File: src/rtl/jpr_pkg.sv
// ----------------------------------------------------------------------------
// jpr_pkg: shared types and constants of the J2 return mapping block
// Item formats, register codes and pipeline depths used by all modules.
// ----------------------------------------------------------------------------
`default_nettype none

package jpr_pkg;

  localparam int unsigned SQRT_STAGES = 17;
  localparam int unsigned DIV_STAGES  = 16;
  localparam int unsigned QUO_W       = 32;

  localparam logic [31:0] SQRT_TWO_THIRDS = 32'd3506826112;
  localparam logic [31:0] RECIP_THREE     = 32'hAAAAAAAB;
  localparam logic [30:0] ONE_Q30         = 31'h40000000;
  localparam logic [30:0] SAT31           = 31'h7FFFFFFF;

  typedef enum logic [1:0] {
    REG_SHEAR = 2'd0,
    REG_HARD  = 2'd1,
    REG_YIELD = 2'd2
  } cfg_reg_e;

  typedef struct packed {
    logic signed [31:0] s_xx;
    logic signed [31:0] s_xy;
    logic signed [31:0] s_xz;
    logic signed [31:0] s_yx;
    logic signed [31:0] s_yy;
    logic signed [31:0] s_yz;
    logic signed [31:0] s_zx;
    logic signed [31:0] s_zy;
    logic signed [31:0] s_zz;
    logic        [30:0] hardening_in;
  } in_item_t;

  typedef struct packed {
    logic signed [31:0] m_xx;
    logic signed [31:0] m_xy;
    logic signed [31:0] m_xz;
    logic signed [31:0] m_yx;
    logic signed [31:0] m_yy;
    logic signed [31:0] m_yz;
    logic signed [31:0] m_zx;
    logic signed [31:0] m_zy;
    logic signed [31:0] m_zz;
    logic        [30:0] scale_ratio;
    logic        [30:0] hardening_rate;
  } out_item_t;

endpackage

`default_nettype wire

File: src/rtl/jpr_div.sv
// ----------------------------------------------------------------------------
// jpr_div: pipelined restoring divider
// Extends a partial remainder below the divisor by 32 dividend bits and
// returns the 32 quotient bits, two bits per stage.
// ----------------------------------------------------------------------------
`default_nettype none

module jpr_div #(
  parameter int unsigned DW = 34
) (
  input  logic          clk_i,
  input  logic          en_i,
  input  logic [DW-1:0] rem_i,
  input  logic [31:0]   low_i,
  input  logic [DW-1:0] div_i,
  output logic [31:0]   quo_o
);

  localparam int unsigned ST  = jpr_pkg::DIV_STAGES;
  localparam int unsigned PER = jpr_pkg::QUO_W / jpr_pkg::DIV_STAGES;

  logic [DW-1:0] rem_q [ST];
  logic [31:0]   low_q [ST];
  logic [DW-1:0] div_q [ST];
  logic [31:0]   quo_q [ST];

  for (genvar k = 0; k < ST; k++) begin : g_st
    logic [DW-1:0] rem_s;
    logic [31:0]   low_s;
    logic [DW-1:0] div_s;
    logic [31:0]   quo_s;
    logic [DW-1:0] rem_d;
    logic [31:0]   low_d;
    logic [31:0]   quo_d;

    if (k == 0) begin : g_first
      assign rem_s = rem_i;
      assign low_s = low_i;
      assign div_s = div_i;
      assign quo_s = '0;
    end else begin : g_next
      assign rem_s = rem_q[k-1];
      assign low_s = low_q[k-1];
      assign div_s = div_q[k-1];
      assign quo_s = quo_q[k-1];
    end

    always_comb begin
      logic [DW:0] t;
      rem_d = rem_s;
      low_d = low_s;
      quo_d = quo_s;
      for (int b = 0; b < PER; b++) begin
        t     = {rem_d, low_d[31]};
        low_d = {low_d[30:0], 1'b0};
        if (t >= {1'b0, div_s}) begin
          rem_d = DW'(t - {1'b0, div_s});
          quo_d = {quo_d[30:0], 1'b1};
        end else begin
          rem_d = t[DW-1:0];
          quo_d = {quo_d[30:0], 1'b0};
        end
      end
    end

    always_ff @(posedge clk_i) begin
      if (en_i) begin
        rem_q[k] <= rem_d;
        low_q[k] <= low_d;
        div_q[k] <= div_s;
        quo_q[k] <= quo_d;
      end
    end
  end

  assign quo_o = quo_q[ST-1];

endmodule

`default_nettype wire

File: config.mk
export PLATFORM = sky130hd
export DESIGN_NAME = jpr_div
export DESIGN_NICKNAME = d
export VERILOG_FILES = /design/src/rtl/jpr_pkg.sv /design/src/rtl/jpr_div.sv
export SDC_FILE = /design/constraint.sdc
export NUM_CORES = 2
export LEC_CHECK = 0
export BUFFER_PORTS_ARGS = -buffer_cell sky130_fd_sc_hd__buf_2
export CAP_MARGIN = 20
export CORE_UTILIZATION = 30
export CTS_BUF_LIST = sky130_fd_sc_hd__clkbuf_4
export CTS_CLUSTER_DIAMETER = 120
export DETAILED_ROUTE_END_ITERATION = 10
export PLACE_DENSITY = 0.41
export SYNTH_ARGS = -nofsm -noshare
export SYNTH_HDL_FRONTEND = slang
export SYNTH_SLANG_ARGS = --single-unit
File: constraint.sdc
create_clock -name clk_i -period 7.9 [get_ports clk_i]
set_input_delay 0.395 -clock clk_i [delete_from_list [all_inputs] [get_ports clk_i]]
set_output_delay 0.395 -clock clk_i [all_outputs]
set_load 0.01 [all_outputs]
== Yosys cells after proc, flatten, opt, wreduce, memory -nomap -nowiden ==
Memory sizes are Yosys's and may differ from the RTL's.
Cells that the tools add are included.

* $add $sub $neg: 32
* $mul: 0
* Div/mod/pow operators: 0
* Magnitude comparators: 32
* Equality and inequality tests: 0
* Shift operators: 0
* Multiplexer cells: 66
* Bitwise logic cells: 0
* Reduce and logical (&&, ||, !) cells: 0

{| class="wikitable"
|+ Operators by type and width
! kind !! count
|-
| greater-or-equal comparator 35 x 34 -> 1 bit || 32
|-
| 2-to-1 mux 34 bit || 32
|-
| subtractor 34 bit || 32
|-
| 2-to-1 mux 1 bit || 34
|}

* Register bits: 0
* Bits in latches: 0
* RAM bits: 2,080
* Bits in read-only memories: 0
* Input bits: 102
* Output and inout port bits: 32
* Word-level logic and storage cells: 134
* Memories: 4

{| class="wikitable"
|+ Memory list
! memory !! words !! bits a word !! rd ports !! clocked after Yosys merged registers in !! write ports !! line !! RTL
|-
| div_q || 16 || 34 || 15 || 0 || 16 || jpr_div.sv:24 || <nowiki>logic [DW-1:0] div_q [ST];</nowiki>
|-
| rem_q || 16 || 34 || 15 || 0 || 16 || jpr_div.sv:22 || <nowiki>logic [DW-1:0] rem_q [ST];</nowiki>
|-
| quo_q || 16 || 32 || 16 || 0 || 16 || jpr_div.sv:25 || <nowiki>logic [31:0] quo_q [ST];</nowiki>
|-
| low_q || 16 || 30 || 15 || 0 || 16 || jpr_div.sv:23 || <nowiki>logic [31:0] low_q [ST];</nowiki>
|}

== Depth between registers and ports, before layout ==
An unclocked memory read counts as a cell.

* Depth after elaboration: 5
* Mapped depth: 31
* Mapped depth without buffers: 27

== Least setup slack after synthesis ==
No wires, ideal clock.

* Path kind: reg2reg
* Start point: memory div_q[0][1]
* End point: memory rem_q[1][8] (netlist: rem_q[0][42]) (data pin)
* Arrival: 6.425 ns
* Slack: 1.215 ns
* Stages on the path, launching flop included: 30
* Path buffers: 4
* Period minus slack after synthesis: 6.685 ns
* Cells stage by stage: edfxtp_1 > inv_1 > ha_1 > nor2b_1 > o31a_1 > o21ai_0 > a31oi_1 > o21ai_0 > o311ai_1 > a41o_1 > o32ai_1 > clkbuf_1 > buf_1 > nor2_1 > a21oi_1 > inv_1 > ha_1 > nor2b_1 > o21ai_0 > a21oi_1 > nor3_1 > o21ai_1 > a311o_1 > a2111oi_0 > nor2_1 > o221ai_1 > and3_1 > buf_2 > buf_4 > mux2_2

{| class="wikitable"
|+ RTL lines
! what !! line
|-
| start, declared || jpr_div.sv:24
|-
| end, declared || jpr_div.sv:22
|}

==> results.toml <==
[run_status]
status = "finished, final reports clean"

[sta]
finClkSkew_ps = 141.2
slew_headroom_pct = 26.80
setup_viol = 0
max_freq_ghz = 0.1339
period_share_pct = 94.51
finalHoldViolations = 0
tightest_slew_ps = 1098
finalCriticalPeriod_ps = 7466
drv_slew = 0
rsz0062_at_grt = "false"

[synthesis]
yosysSeqAreaShare_pct = 41.11
synth_most_common_cell = "edfxtp_1"
ys_ff_latch = 1532
synth_warnings = 0
avgSynthCellArea_um2 = 10.19
synth-edff-count = 1532
netlist_area_um2 = 111900
synthesis.instances = 10980
synth-main-ff-cell = "edfxtp_1"
synth.distinct_cells = 100
synth_top_area_share_pct = 41.11
synth.area.top_cells = "edfxtp_1 41%, ha_1 12%, mux2_2 5.6%"
synth_commonest_cells = "1,532 x edfxtp_1, 1,088 x ha_1, 932 x a21oi_1"
synth_top_cell_by_area = "edfxtp_1"
synthesis.nets = 12200
async_flop_share_pct = 0

[route]
first_pass_iters = 6
ant_nets = 0
vias = 87130
routed_wl_um = 362300
drc_errors = 0
avgViaCountPerCell = 5.098
drt-initial-drc-count = 5460
wl_per_cell_um = 21.20

[clock_network]
cts_tree = "built"
cts_max_path_buffers = 4
clkTransAtPathRegs_ps = 60
cts_sinks = 1532
clock_latency_ps = 1440
cts_root_buf = "clkbuf_4"
h-tree-depth = 5
numCtsBuffers = 453

[cells_and_area]
multi_input_area_um2 = 61950
fin_util_pct = 34.62
area_growth_pct = 14.46
seqCellArea_um2 = 46000
fillerInstances = 37860
layout-drive-gt1-share_pct = 13.78
final-instance-count-excl-fill = 17090
fin_nets = 13010

[critical_path]
startpoint_type = "register"
path_buf_inv = 4
crit_family = "compound AO/OA/AOI/OAI gates"
critPathKind = "register to register"
critPathSlowestCell = "edfxtp_1"
slowest_delay_ps = 700
crit_arrival_ps = 8620
crit_path_end_kind = "register"
critPathMaxFanout = 49
cp.required_ps = 9060
r2r_slack_ps = 430

[min_path]
hold_class = "primary input to register"

[floorplan]
io_pins = 134
die-height_um = 612.7
initial_core_util_pct = 30.24
die-area_um2 = 375400
core_um2 = 370000
core.rowCount = 223
chipWidth_um = 612.7

[placed_design]
io_buffers = 133
hpwlAfterDp_um = 287900
gp_congestion = 0.8981
place_inst = 15990

[global_route]
grt_max_degree = 170
first_global_vias = 87980
grt.total_usage_pct = 18.79
grt-ovfl-total = 0
grt_pass1_wl_um = 540000
antenna_found_initial = 20

[job]
max_cap_viol_count = 0
## final timing paths
| path | from | end | cells past startpoint |
|---|---|---|---|
| max reg2reg | div_q[0][139] | rem_q[0][180] | 25 |
| max | div_q[0][139] | rem_q[0][180] | 25 |
| min | low_i[17] | low_q[0][17] | 3 |
| min reg2reg | quo_q[1][152] | quo_q[1][186] | 0 |
## sequential cells by signal (all words and copies together), names as in the netlist
| register | count |
|---|---|
| rem_q | 510 |
| quo_q | 272 |
| low_q | 240 |
| div_q | 510 |
## per-layer routing
metal  track usage (%)  routed length [um]
met5                 0                  17
met4             6.845               13280
met3             2.259               13740
met2             33.93              182100
met1             22.77              153200
## tightest hold or removal path, stage by stage
cell and delay, ps:
dlygate4sd3_1 520, buf_2 90, dlygate4sd3_1 530
## logic make-up after synthesis
group           Yosys count  share of synthesized area (%)
buf+inv                1065                          3.698
compound gates         3153                          18.02
simple gates           2575                          10.95
fa+ha+maj              1119                          12.72
xor+xnor                868                          6.794
mux                     671                          6.704
flops                  1532                          41.11
## per-stage QoR
step	hold WS (ps)	setup slack, ps	TNS [ps]	area, um2
floorplan	400.3	1215	0	111900
global placement	400.7	-121.0	-2745	119400
detailed placement	404.5	-76.90	-1120	119400
CTS	0.1944	63.98	0	128000
global route	99.27	9.763	0	128100
finish	240.0	433.6	0	128100
## layout make-up
| cell class | count | area share [%] |
|---|---|---|
| Antenna cell | 11 | 0.02149 |
| Clock buffer | 634 | 3.716 |
| Clock inverter | 167 | 0.7728 |
| Inverter | 855 | 2.506 |
| Multi-Input combinational cell | 8386 | 48.37 |
| Sequential cell | 1532 | 35.92 |
| Tap cell | 4950 | 4.836 |
| Timing Repair Buffer | 556 | 3.858 |
## what timing repair did
item	CTS	global route
setup buffers	0	5
resized for setup	1	8
setup endpoints to repair	34	141
pin swaps	0	3
endpoints found under the hold margin	764	0
hold buffers	280	0
## cell usage in the layout (no fill, tap or decap), types with 98 or more instances in the layout
cell / Yosys / routed
o21ai_0: 680 / 676
xor2_1: 244 / 244
xnor2_1: 624 / 624
a21oi_1: 932 / 932
clkinv_1: 0 / 98
nand2b_1: 134 / 134
nand2_1: 780 / 780
a211oi_1: 104 / 103
nand4_1: 151 / 151
nand3_1: 196 / 195
o21a_1: 137 / 137
dlygate4sd3_1: 0 / 279
nor3_1: 166 / 166
a21o_1: 523 / 523
buf_2: 37 / 132
clkbuf_4: 0 / 634
nor2_1: 663 / 663
ha_1: 1088 / 1088
edfxtp_1: 1532 / 1532
inv_1: 848 / 848
o21bai_1: 141 / 139
mux2_2: 559 / 559
nor2b_1: 117 / 117
buf_4: 13 / 113
Power is left out: the tool's default activity adds up to more than one toggle a clock period on the data nets, which glitch-free logic cannot reach.
