<file path="src/rtl/jpr_pkg.sv">
// ----------------------------------------------------------------------------
// jpr_pkg: shared types and constants of the J2 return mapping block
// Item formats, register codes and pipeline depths used by all modules.
// ----------------------------------------------------------------------------
`default_nettype none

package jpr_pkg;

  localparam int unsigned SQRT_STAGES = 17;
  localparam int unsigned DIV_STAGES  = 16;
  localparam int unsigned QUO_W       = 32;

  localparam logic [31:0] SQRT_TWO_THIRDS = 32'd3506826112;
  localparam logic [31:0] RECIP_THREE     = 32'hAAAAAAAB;
  localparam logic [30:0] ONE_Q30         = 31'h40000000;
  localparam logic [30:0] SAT31           = 31'h7FFFFFFF;

  typedef enum logic [1:0] {
    REG_SHEAR = 2'd0,
    REG_HARD  = 2'd1,
    REG_YIELD = 2'd2
  } cfg_reg_e;

  typedef struct packed {
    logic signed [31:0] s_xx;
    logic signed [31:0] s_xy;
    logic signed [31:0] s_xz;
    logic signed [31:0] s_yx;
    logic signed [31:0] s_yy;
    logic signed [31:0] s_yz;
    logic signed [31:0] s_zx;
    logic signed [31:0] s_zy;
    logic signed [31:0] s_zz;
    logic        [30:0] hardening_in;
  } in_item_t;

  typedef struct packed {
    logic signed [31:0] m_xx;
    logic signed [31:0] m_xy;
    logic signed [31:0] m_xz;
    logic signed [31:0] m_yx;
    logic signed [31:0] m_yy;
    logic signed [31:0] m_yz;
    logic signed [31:0] m_zx;
    logic signed [31:0] m_zy;
    logic signed [31:0] m_zz;
    logic        [30:0] scale_ratio;
    logic        [30:0] hardening_rate;
  } out_item_t;

endpackage

`default_nettype wire

</file>
<file path="src/rtl/jpr_isqrt.sv">
// ----------------------------------------------------------------------------
// jpr_isqrt: pipelined integer square root
// Floor square root of a 68-bit radicand, two result bits per stage.
// ----------------------------------------------------------------------------
`default_nettype none

module jpr_isqrt (
  input  logic        clk_i,
  input  logic        en_i,
  input  logic [67:0] rad_i,
  output logic [33:0] root_o
);

  localparam int unsigned ST = jpr_pkg::SQRT_STAGES;

  logic [67:0] rad_q  [ST];
  logic [35:0] rem_q  [ST];
  logic [33:0] root_q [ST];

  for (genvar k = 0; k < ST; k++) begin : g_st
    logic [67:0] rad_s;
    logic [35:0] rem_s;
    logic [33:0] root_s;
    logic [67:0] rad_d;
    logic [35:0] rem_d;
    logic [33:0] root_d;

    if (k == 0) begin : g_first
      assign rad_s  = rad_i;
      assign rem_s  = '0;
      assign root_s = '0;
    end else begin : g_next
      assign rad_s  = rad_q[k-1];
      assign rem_s  = rem_q[k-1];
      assign root_s = root_q[k-1];
    end

    always_comb begin
      logic [37:0] t;
      logic [37:0] trial;
      rad_d  = rad_s;
      rem_d  = rem_s;
      root_d = root_s;
      for (int b = 0; b < 2; b++) begin
        t     = {rem_d, rad_d[67:66]};
        trial = {2'b00, root_d, 2'b01};
        rad_d = {rad_d[65:0], 2'b00};
        if (t >= trial) begin
          rem_d  = 36'(t - trial);
          root_d = {root_d[32:0], 1'b1};
        end else begin
          rem_d  = t[35:0];
          root_d = {root_d[32:0], 1'b0};
        end
      end
    end

    always_ff @(posedge clk_i) begin
      if (en_i) begin
        rad_q[k]  <= rad_d;
        rem_q[k]  <= rem_d;
        root_q[k] <= root_d;
      end
    end
  end

  assign root_o = root_q[ST-1];

endmodule

`default_nettype wire

</file>
<file path="config.mk">
export PLATFORM = sky130hd
export DESIGN_NAME = jpr_isqrt
export DESIGN_NICKNAME = d
export VERILOG_FILES = /design/src/rtl/jpr_pkg.sv /design/src/rtl/jpr_isqrt.sv
export SDC_FILE = /design/constraint.sdc
export NUM_CORES = 2
export LEC_CHECK = 0
export ABC_CLOCK_PERIOD_IN_PS = 10800
export CORE_ASPECT_RATIO = 0.8
export CORE_MARGIN = 2
export CORE_UTILIZATION = 29
export DETAILED_ROUTE_END_ITERATION = 8
export DONT_BUFFER_PORTS = 1
export PLACE_DENSITY = 0.48
export SYNTH_ARGS = -nofsm -noshare
export SYNTH_HDL_FRONTEND = slang
export SYNTH_SLANG_ARGS = --single-unit
export TNS_END_PERCENT = 20
</file>
<file path="constraint.sdc">
create_clock -name clk_i -period 10.8 [get_ports clk_i]
set_clock_uncertainty 0.15 [all_clocks]
set_input_delay 0.54 -clock clk_i [delete_from_list [all_inputs] [get_ports clk_i]]
set_output_delay 0.54 -clock clk_i [all_outputs]
set_load 0.05 [all_outputs]
</file>
Yosys cells after proc, flatten, opt, wreduce, memory -nomap -nowiden
Memory sizes are Yosys's and may differ from the RTL's.
Cells that the tools add are included.
- memories kept: 3
- output and inout port bits: 34
- register bits: 0
- RAM bits: 2278
- bits of input ports: 70
- memories (name ; depth ; width ; read ports ; clocked after Yosys merged registers in ; write ports ; RTL line ; text):
    rad_q ; 17 ; 64 ; 16 ; 0 ; 17 ; jpr_isqrt.sv:16 ; logic [67:0] rad_q [ST];
    rem_q ; 17 ; 36 ; 16 ; 0 ; 17 ; jpr_isqrt.sv:17 ; logic [35:0] rem_q [ST];
    root_q ; 17 ; 34 ; 17 ; 0 ; 17 ; jpr_isqrt.sv:18 ; logic [33:0] root_q [ST];
- add/sub/neg operators: 34
- mux-type cells: 70
- order comparisons: 34
- operators with widths (kind ; number):
    two-way mux 36 bit ; 34
    greater-or-equal comparator 38 x 36 -> 1 bit ; 32
    subtractor 36 bit ; 32
    greater-or-equal comparator 38 x 3 -> 1 bit ; 1
    two-way mux 1 bit ; 36
    subtractor 36 x 3 -> 36 bit ; 1
    subtractor 2 x 1 -> 3 bit, second input constant ; 1
    greater-or-equal comparator 2 x 1 -> 1 bit, second input constant ; 1

Depth between registers and ports, before layout
An unclocked memory read counts as a cell.
- word-level depth: 5
- depth in mapped cells: 31
- depth with buffers taken out: 29

Worst setup path before layout
Ideal clock, no wire load.
- path kind: register -> register
- start: memory rem_q[13][27], in the netlist rem_q[0][495]
- end: memory rem_q[14][35], in the netlist rem_q[0][539] (data pin)
- stages on the path, launching flop included: 27
- library setup time: 0.255 ns
- arrival: 6.168 ns
- slack: 4.228 ns
- buffers on the path: 4
- data required time: 10.395 ns
- path through: edfxtp_1 ha_1 or3_1 or4_1 or4_1 a311oi_2 nor3b_4 clkbuf_1 buf_1 nand2_1 o21ai_0 ha_1 clkbuf_1 and3_1 clkbuf_1 a221oi_1 o21ai_0 o31a_1 and3_1 a221oi_1 a21oi_1 nand4_1 o21ai_0 o21ai_0 and2_1 xnor2_1 and2_1
- RTL lines (item ; RTL line):
    start, declared ; jpr_isqrt.sv:17

==> results.json <==
{
  "power.density_nw_per_um2": 248,
  "crit_path_max_fanout": 52,
  "p_leak_uw": 0.0396,
  "worst_slack_ns": 2.61,
  "boundaryPins": 104,
  "status": "finished with violations",
  "cts-root-buf": "clkbuf_16",
  "gr-max-usage-layer": "met1",
  "synth_flop_cell": "edfxtp_1",
  "worstPathArrival_ns": 8.64,
  "insertion_delay_ns": 0.88,
  "yosysSeqAreaShare": 0.452,
  "maxCapViolations": 0,
  "sw_frac_of_total": 0.409,
  "syn_to_final_growth_pct": 11.7,
  "whs_ns": 0.102,
  "clock_power_share": 0.221,
  "crit_path_start": "root_q[0][444]",
  "synth_seq_cells": 1401,
  "dp_cells": 13400,
  "netlist-cell-type-count": 119,
  "port_buffers": 0,
  "p_comb_frac": 0.461,
  "start_util": 0.291,
  "drive_gt1_frac": 0.0578,
  "finalSetupTns_ns": 0,
  "dp_slack_ns": 2.85,
  "power.total_uw": 25800,
  "fin_cells": 13700,
  "hold_viol_final": 0,
  "drv_slew": 0,
  "met2_usage": 0.232,
  "fmax_ghz": 0.122,
  "clk_pin_slew_ns": 0.06,
  "die-area_um2": 326000,
  "syn-cell-area_um2": 93100,
  "cts_hold_buf": 73,
  "routed_wl_mm": 281,
  "cts_max_level": 4,
  "vias_per_cell": 5.29,
  "yosysWarnings": 0,
  "gr-total-overflow": 0,
  "period_share": 0.759,
  "die_x_um": 638,
  "synth_edf_count": 1401,
  "gr-usage-all-layers": 0.165,
  "power.share.sequential": 0.318,
  "postCtsSetupRepairBufs": 0,
  "drt-pass1-iter-count": 9,
  "dp_hpwl_mm": 215,
  "path_class": "reg -> reg",
  "die_h_um": 511,
  "violations": "DRC",
  "vias": 72600,
  "gr-usage-met1": 0.261,
  "drt_iter0_markers": 7020,
  "core_um2": 320000,
  "syn_area_per_cell_um2": 9.96,
  "ir_drop_v": 0.000133,
  "critPathLaunchType": "flip-flop",
  "cts_buffer_depth": 4,
  "cts.sinks": 1401,
  "drc": 2,
  "worstPathRequired_ns": 11.24,
  "wl_per_cell_um": 20.5,
  "hp-class": "in -> reg",
  "netSwitchingPower_uw": 10600,
  "setup_viol": 0,
  "grt_pass1_wl_mm": 424,
  "grt_pass1_vias": 68200,
  "gp_congestion": 0.916,
  "met3_usage": 0.0258,
  "num_rows": 186,
  "r2r_start": "root_q[0][444]",
  "num-nets-final": 10100,
  "p_int_uw": 15300,
  "antenna_found_initial": 11,
  "relSlewSlack": 0.0945,
  "tightest_slew_ns": 1.36,
  "rsz0062_at_grt": "no",
  "ctsResizeCount": 0,
  "crit_path_end_kind": "flip-flop",
  "grt_max_degree": 233,
  "synthArstFlopShare": 0,
  "antenna_left": 0,
  "min-delay-start": "rad_i[66]",
  "numCtsBuffers": 168,
  "netlist_instances": 9349,
  "tritoncts": "done",
  "layout_min_cycle_time_ns": 8.19
}
## metal layers
| metal | up-vias | wire (um) |
|---|---|---|
| li1 | 34800 | - |
| met1 | 35100 | 144000 |
| met2 | 2354 | 113000 |
| met3 | 324 | 18800 |
| met4 | 4 | 5750 |
| met5 | - | 31 |
## cells by family after synthesis
kind of cell / share of synthesized area
AO/OA/AOI/OAI: 0.165
AND/OR/NAND/NOR: 0.166
buffers and inverters: 0.0334
flip-flops: 0.452
multiplexers: 0.0150
adder cells (fa/ha/maj): 0.0842
other: 0.0000403
XOR/XNOR: 0.0847
## power groups by stage
stage / clock, uW / sequential [uW] / combinational (uW)
6_report: 5700 / 8210 / 11900
5_1_grt: 6120 / 8300 / 13100
4_1_cts: 5950 / 8200 / 11700
3_5_place_dp: 0 / 8300 / 11600
3_3_place_gp: 0 / 8310 / 11600
2_1_floorplan: 0 / 7780 / 8750
## critical path, stage by stage (launching register included)
cell	delay [ns]
edfxtp_1	0.45
inv_1	0.09
ha_1	0.34
nand2_1	0.36
a211oi_1	0.09
o21ai_0	0.81
a211oi_1	0.26
nor3b_4	0.23
buf_4	0.52
inv_2	0.28
mux2_2	0.35
ha_1	0.35
and3_1	0.29
a221oi_1	0.46
o21ai_0	0.27
o31a_1	0.35
and3_1	0.18
a221oi_1	0.71
a21oi_1	0.30
nand4_1	0.18
o21ai_0	0.11
o21ai_0	0.32
and2_1	0.20
xnor2_1	0.06
and2_1	0.17
## final timing paths
check | endpoint | slack, ns | depth (start not counted)
setup / recovery | rem_q[0][539] | 2.61 | 24
setup reg to reg | rem_q[0][539] | 2.61 | 24
hold / removal | rem_q[0][31] | 0.10 | 3
hold reg to reg | rad_q[0][571] | 0.23 | 0
## registers in the layout, summed over array words and instances, names as in the netlist
signal	flops
root_q	306
rem_q	551
rad_q	544
## through the flow
step / area [um^2] / util
6_report: 104000 / 0.325
5_1_grt: 104000 / 0.325
2_1_floorplan: 93100 / -
4_1_cts: 104000 / 0.325
3_5_place_dp: 97900 / 0.306
3_3_place_gp: 97900 / 0.306
## synthesized netlist by cell type, drive strengths merged, types with 71 or more instances
cell | instances | area share
or3 | 101 | 0.0069
clkbuf | 195 | 0.0079
nand2b | 109 | 0.0073
nand4 | 155 | 0.011
a21oi | 809 | 0.044
nand2 | 739 | 0.030
buf | 78 | 0.0041
nor2 | 857 | 0.035
and2 | 71 | 0.0048
o21ai | 468 | 0.025
edfxtp | 1401 | 0.45
and3 | 88 | 0.0059
nor3 | 232 | 0.013
nand3 | 233 | 0.013
ha | 627 | 0.084
mux2 | 100 | 0.012
a21o | 317 | 0.026
xnor2 | 563 | 0.053
a31oi | 71 | 0.0048
o21a | 101 | 0.0081
nor4 | 126 | 0.0093
inv | 530 | 0.021
xor2 | 338 | 0.032
nor2b | 95 | 0.0064
## cell usage in the layout, fill, tap and decap left out, drive strengths merged, types with 317 or more instances in the layout
cell	n
a21oi	809
o21ai	468
inv	540
edfxtp	1401
xor2	338
a21o	317
xnor2	563
ha	627
nand2	739
nor2	857
## cell type report
| type | instances | area, um^2 |
|---|---|---|
| clock inverter | 105 | 1090 |
| clock buffer | 195 | 4330 |
| multi-input combinational | 7146 | 48000 |
| fill | 32600 | 216000 |
| sequential | 1401 | 42100 |
| antenna | 6 | 15.0 |
| tap | 4230 | 5290 |
| timing repair buffer | 120 | 1280 |
| inverter | 531 | 1990 |
No activity file was read; power rests on OpenSTA's default activity.
